File: config.mk
export PLATFORM = sky130hd
export DESIGN_NAME = omw_pipe_ctrl
export DESIGN_NICKNAME = d
export VERILOG_FILES = /design/src/design/omw_pkg.sv /design/src/design/omw_pipe_ctrl.sv
export SDC_FILE = /design/constraint.sdc
export NUM_CORES = 1
export LEC_CHECK = 0
export ABC_AREA = 1
export BUFFER_PORTS_ARGS = -buffer_cell sky130_fd_sc_hd__clkbuf_2
export CORE_AREA = 3 3 40 42
export CTS_BUF_LIST = sky130_fd_sc_hd__clkbuf_8
export CTS_CLUSTER_DIAMETER = 50
export DETAILED_ROUTE_END_ITERATION = 10
export DIE_AREA = 0 0 43 45
export REMOVE_ABC_BUFFERS = 1
export SYNTH_ARGS = -nofsm -noshare
export SYNTH_HDL_FRONTEND = slang
export SYNTH_SLANG_ARGS = --single-unit
export TNS_END_PERCENT = 20
File: constraint.sdc
create_clock -name i_clk -period 1.6 [get_ports i_clk]
set_input_delay 0.32 -clock i_clk [delete_from_list [all_inputs] [get_ports i_clk]]
set_output_delay 0.32 -clock i_clk [all_outputs]
set_load 0.02 [all_outputs]
File: src/design/omw_pkg.sv
`timescale 1ns / 1ps

package omw_pkg;

    localparam int WHEELS = 4;
    localparam int NSTG   = 10;   // register stages from input to output
    localparam int IDXW   = 3;
    localparam int VW     = 16;   // twist field width
    localparam int OUTW   = 24;
    localparam int CALW   = 12;
    localparam int GEOW   = 16;
    localparam int MW     = 46;   // wheel command after each rounding
    localparam int PW     = MW + CALW + 1;

    typedef enum logic [IDXW-1:0] {
        REG_GEO0 = 3'd0,
        REG_GEO1 = 3'd1,
        REG_GEO2 = 3'd2,
        REG_CAL0 = 3'd3,
        REG_CAL1 = 3'd4,
        REG_CAL2 = 3'd5,
        REG_CAL3 = 3'd6,
        REG_BODY = 3'd7
    } t_reg_idx;

    // calibration lanes, lowest first
    localparam int CAL_OVR = 0;
    localparam int CAL_POS = 1;
    localparam int CAL_NEG = 2;
    localparam int CAL_WST = 3;
    localparam int CAL_EST = 4;

    localparam logic [15:0]     LAT_MIN = 16'd410;
    localparam logic [CALW-1:0] OVR_LO  = 12'd1024;
    localparam logic [CALW-1:0] OVR_HI  = 12'd3072;
    localparam logic [CALW-1:0] SC_LO   = 12'd1638;
    localparam logic [CALW-1:0] SC_HI   = 12'd2458;
    localparam logic [CALW-1:0] ONE_Q11 = 12'd2048;

    localparam logic [63:0] GEO_RST  = 64'd0;
    localparam logic [59:0] CAL_RST  = 60'd576601524159907840;
    localparam logic [63:0] BODY_RST = 64'd268435456;

    typedef struct packed {
        logic [NSTG-1:0] en;    // stage register loads
        logic [NSTG-1:0] vld;   // stage holds a live item
    } t_pipe_ctl;

    function automatic logic [CALW-1:0] clamp_cal(
        input logic [CALW-1:0] f,
        input logic [CALW-1:0] lo,
        input logic [CALW-1:0] hi
    );
        logic [CALW-1:0] r;
        if (f < lo) begin
            r = lo;
        end else if (f > hi) begin
            r = hi;
        end else begin
            r = f;
        end
        return r;
    endfunction

    // round to nearest, ties up, dropping 11 fraction bits
    function automatic logic signed [MW-1:0] rnd11(input logic signed [PW-1:0] x);
        logic signed [PW:0] s;
        s = $signed({x[PW-1], x}) + $signed((PW+1)'(1024));
        return s[MW+10:11];
    endfunction

endpackage

File: src/design/omw_pipe_ctrl.sv
`timescale 1ns / 1ps

module omw_pipe_ctrl (
    input  logic                 i_clk,
    input  logic                 i_rst_n,
    input  logic                 i_in_valid,
    input  logic                 i_out_ready,
    output logic                 o_in_ready,
    output logic                 o_out_valid,
    output omw_pkg::t_pipe_ctl   o_ctl
);

    logic [omw_pkg::NSTG-1:0] r_vld;
    logic [omw_pkg::NSTG-1:0] n_vld;
    logic [omw_pkg::NSTG-1:0] rdy;

    // a stage moves when empty or when the one after it moves
    always_comb begin
        rdy[omw_pkg::NSTG-1] = ~r_vld[omw_pkg::NSTG-1] | i_out_ready;
        for (int s = omw_pkg::NSTG - 2; s >= 0; s--) begin
            rdy[s] = ~r_vld[s] | rdy[s+1];
        end
        n_vld = r_vld;
        for (int s = 0; s < omw_pkg::NSTG; s++) begin
            if (rdy[s]) begin
                n_vld[s] = (s == 0) ? i_in_valid : r_vld[(s == 0) ? 0 : s - 1];
            end
        end
    end

    always_ff @(posedge i_clk) begin
        if (!i_rst_n) begin
            r_vld <= '0;
        end else begin
            r_vld <= n_vld;
        end
    end

    assign o_in_ready  = rdy[0];
    assign o_out_valid = r_vld[omw_pkg::NSTG-1];
    assign o_ctl.en    = rdy;
    assign o_ctl.vld   = r_vld;

endmodule

==> impl_metrics.csv <==
group,metric,value,unit
sta,tns,-220.4,ps
layout,nFillCells,127,
setup_path,crit_required,1280,ps
placement,postPlaceCellArea,553.0,um2
synth,synthMuxAreaShare,0,%
floorplan,die-area,0.001935,mm2
run_status,status,"finished, violations left",
synth,synth-xor-area-share,0,%
synth,yosys.area.top_type,"dfxtp_1",
sta,worst_slack,-77.75,ps
setup_path,endpoint_kind,"output pin",
global_routing,grt_max_degree,10,
power_and_ir_drop,p_leak,0.3169,nW
global_routing,track_usage,12.44,%
min_path,worstHoldStart,"i_rst_n",
layout,final_cell_mix,"clkbuf_2 (20), inv_1 (11), buf_4 (8), a21oi_1 (7), dfxtp_1 (7)",
synth,ys_seq_area_share,48.05,%
routing,vias,407,
clock_tree,root_buffer,"clkbuf_8",
floorplan,floorplan.core_area,0.001285,mm2
setup_path,rr_startpoint,"r_vld[8]$_SDFFE_PN0P_",
clock_tree,cts-hold-fix-buffers,0,
power_and_ir_drop,power_density,781.7,mW/mm2
sta,period_needed,1678,ps
routing,wl_met1,404,um
synth,synth_top_family_by_area,"simple AND/OR/NAND/NOR gates",
routing,wl_met3,87,um
layout,final_area,686.9,um2
clock_tree,htree_levels,1,
synth,synth_fa_ha_area_share,0,%
clock_tree,worstSkewPairLatency,230,ps
placement,place_inst,85,
synth,synth_top_area_share,48.05,%
synth,ys_ff_latch,10,
layout,area_delta_synth_final,64.86,%
routing,routedWlPerCell,10.55,um
sta,worst_pin_slew,260.0,ps
sta,fin_skew,3.803,ps
synth,synth.avg_cell_area,9.058,um2
routing,highest_layer,"met3",
global_routing,grt_pass1_wl,1718,um
placement,port_buffers,25,
sta,hold_viol,0,
layout,final_common_cell,"clkbuf_2",
layout,largest_reg_flops,10,
clock_tree,cts_tree,"done",
synth,synth.top_cells.by_area,"dfxtp_1 (48%), inv_1 (9.9%), a21oi_1 (8.4%)",
global_routing,grt_overflow,0,
setup_path,crit_fanout,5,
sta,max_freq,596.0,MHz
floorplan,num_rows,13,
placement,gp_congestion,0.7019,
floorplan,ioPinCount,26,
routing,wl,1002,um
layout,nNetsFinal,86,
sta,timing.final.crit_share,104.9,%
routing,dr_wl_met2,511,um
clock_tree,cts_buffers,3,
routing,avgViaCountPerCell,4.284,
floorplan,initial_utilization,32.42,%
min_path,hold_class,"input port to flop",
routing,ant_nets,0,
global_routing,grt_pass1_vias,383,
sta,finalSetupViolations,5,
clock_tree,cts_buffer_depth,2,
synth,ys_warn_count,0,
routing,first_pass_iters,1,
setup_path,critPathKind,"flop to output pin",
synth,syn_area,416.7,um2
synth,synth_compound_area_share,12.31,%
routing,drc_errors,0,
routing,drt_iter0_markers,0,
power_and_ir_drop,ir_drop,0.0006841,V
run_status,violations,"setup timing",
clock_tree,clk_pin_slew,50,ps
synth,synth_simple_gate_area_share,24.32,%
clock_tree,clock-sinks,10,
layout,layoutNonFillerInstCount,95,
floorplan,die_h,45,um
global_routing,antenna_found_initial,0,
setup_path,cp-startpoint,"r_vld[8]$_SDFFE_PN0P_",
flow_run,maxCapViolations,0,
layout,num_antenna_cells,0,
setup_path,worstSetupStartpointType,"flop",
floorplan,die_w,43,um
sta,slew_headroom,82.56,%
sta,slew_violations,0,
layout,largestRegisters,"r_vld x10",
setup_path,worstPathArrival,1360,ps
synth,synthCells,46,
synth,synth_cell_types,15,
sta,rsz0062_at_grt,"yes",
layout,drive_above_1_share,60.00,%
layout,largest_register,"r_vld",
==> worst paths after layout <==
kind	end	slack (ps)	depth (start not counted)
max	o_ctl[10]	-80	6
min	r_vld[3]$_SDFFE_PN0P_	310	2
max reg2reg	r_vld[0]$_SDFFE_PN0P_	300	7
min reg2reg	r_vld[5]$_SDFFE_PN0P_	500	2
==> where the power goes <==
group	switching (mW)	total, mW	internal [mW]
clock	0.0898	0.254	0.164
combinational	0.0154	0.0235	0.00812
sequential	0.00556	0.260	0.254
total	0.111	0.537	0.426
==> critical path: stages, from the launching register on <==
cell,delay [ps]
dfxtp_2,340
nand3_4,80
nor2_4,110
nand4_4,100
nor2_4,180
nand4_4,140
buf_8,170
==> layout make-up <==
class | count | area (um2) | share of cell area, %
well taps | 15 | 18.77 | 2.732
clock buffers | 3 | 41.29 | 6.011
flip-flops and latches | 10 | 203.9 | 29.69
inverters | 13 | 48.80 | 7.104
multi-input cells | 21 | 168.9 | 24.59
repair buffers | 33 | 205.2 | 29.87
==> cell families (layout without fill, tap and decap cells) <==
group	Yosys count	after routing
simple gates	12	12
buf+inv	15	49
compound gates	9	9
flops	10	10
==> metal layers <==
layer	GRT usage [%]	up-vias
li1	-	208
met1	13.59	181
met2	19.16	18
met3	7.968	0
met4	5.422	0
met5	0	-
==> repair_timing <==
action | 4_1_cts | 5_1_grt
gates resized for setup | 8 | 6
setup buffers | 5 | 2
pin swaps | 3 | 3
endpoints found under the setup margin | 6 | 7
hold endpoints to repair | 0 | 0
==> stage by stage <==
stage	setup WS (ps)	total power, mW	utilization, %	hold WS (ps)
6_report	-77.75	0.5369	53.46	312.7
5_1_grt	-161.0	0.5769	53.46	327.8
4_1_cts	-132.8	0.5502	52.00	308.0
3_5_place_dp	-10.67	0.2862	43.04	476.4
3_3_place_gp	3.718	0.2859	43.04	473.3
2_1_floorplan	-370.6	0.2759	-	437.6
==> synth_stat cells <==
master / number
inv_2: 1
inv_1: 11
nand2_1: 3
clkinv_1: 1
a21oi_1: 7
nor2_2: 1
nor2_4: 2
nor2_1: 2
dfxtp_1: 10
a21oi_2: 1
buf_4: 2
o21a_1: 1
nand4_4: 1
nand3_2: 2
nand4_2: 1
No activity file was read; power rests on OpenSTA's default activity.
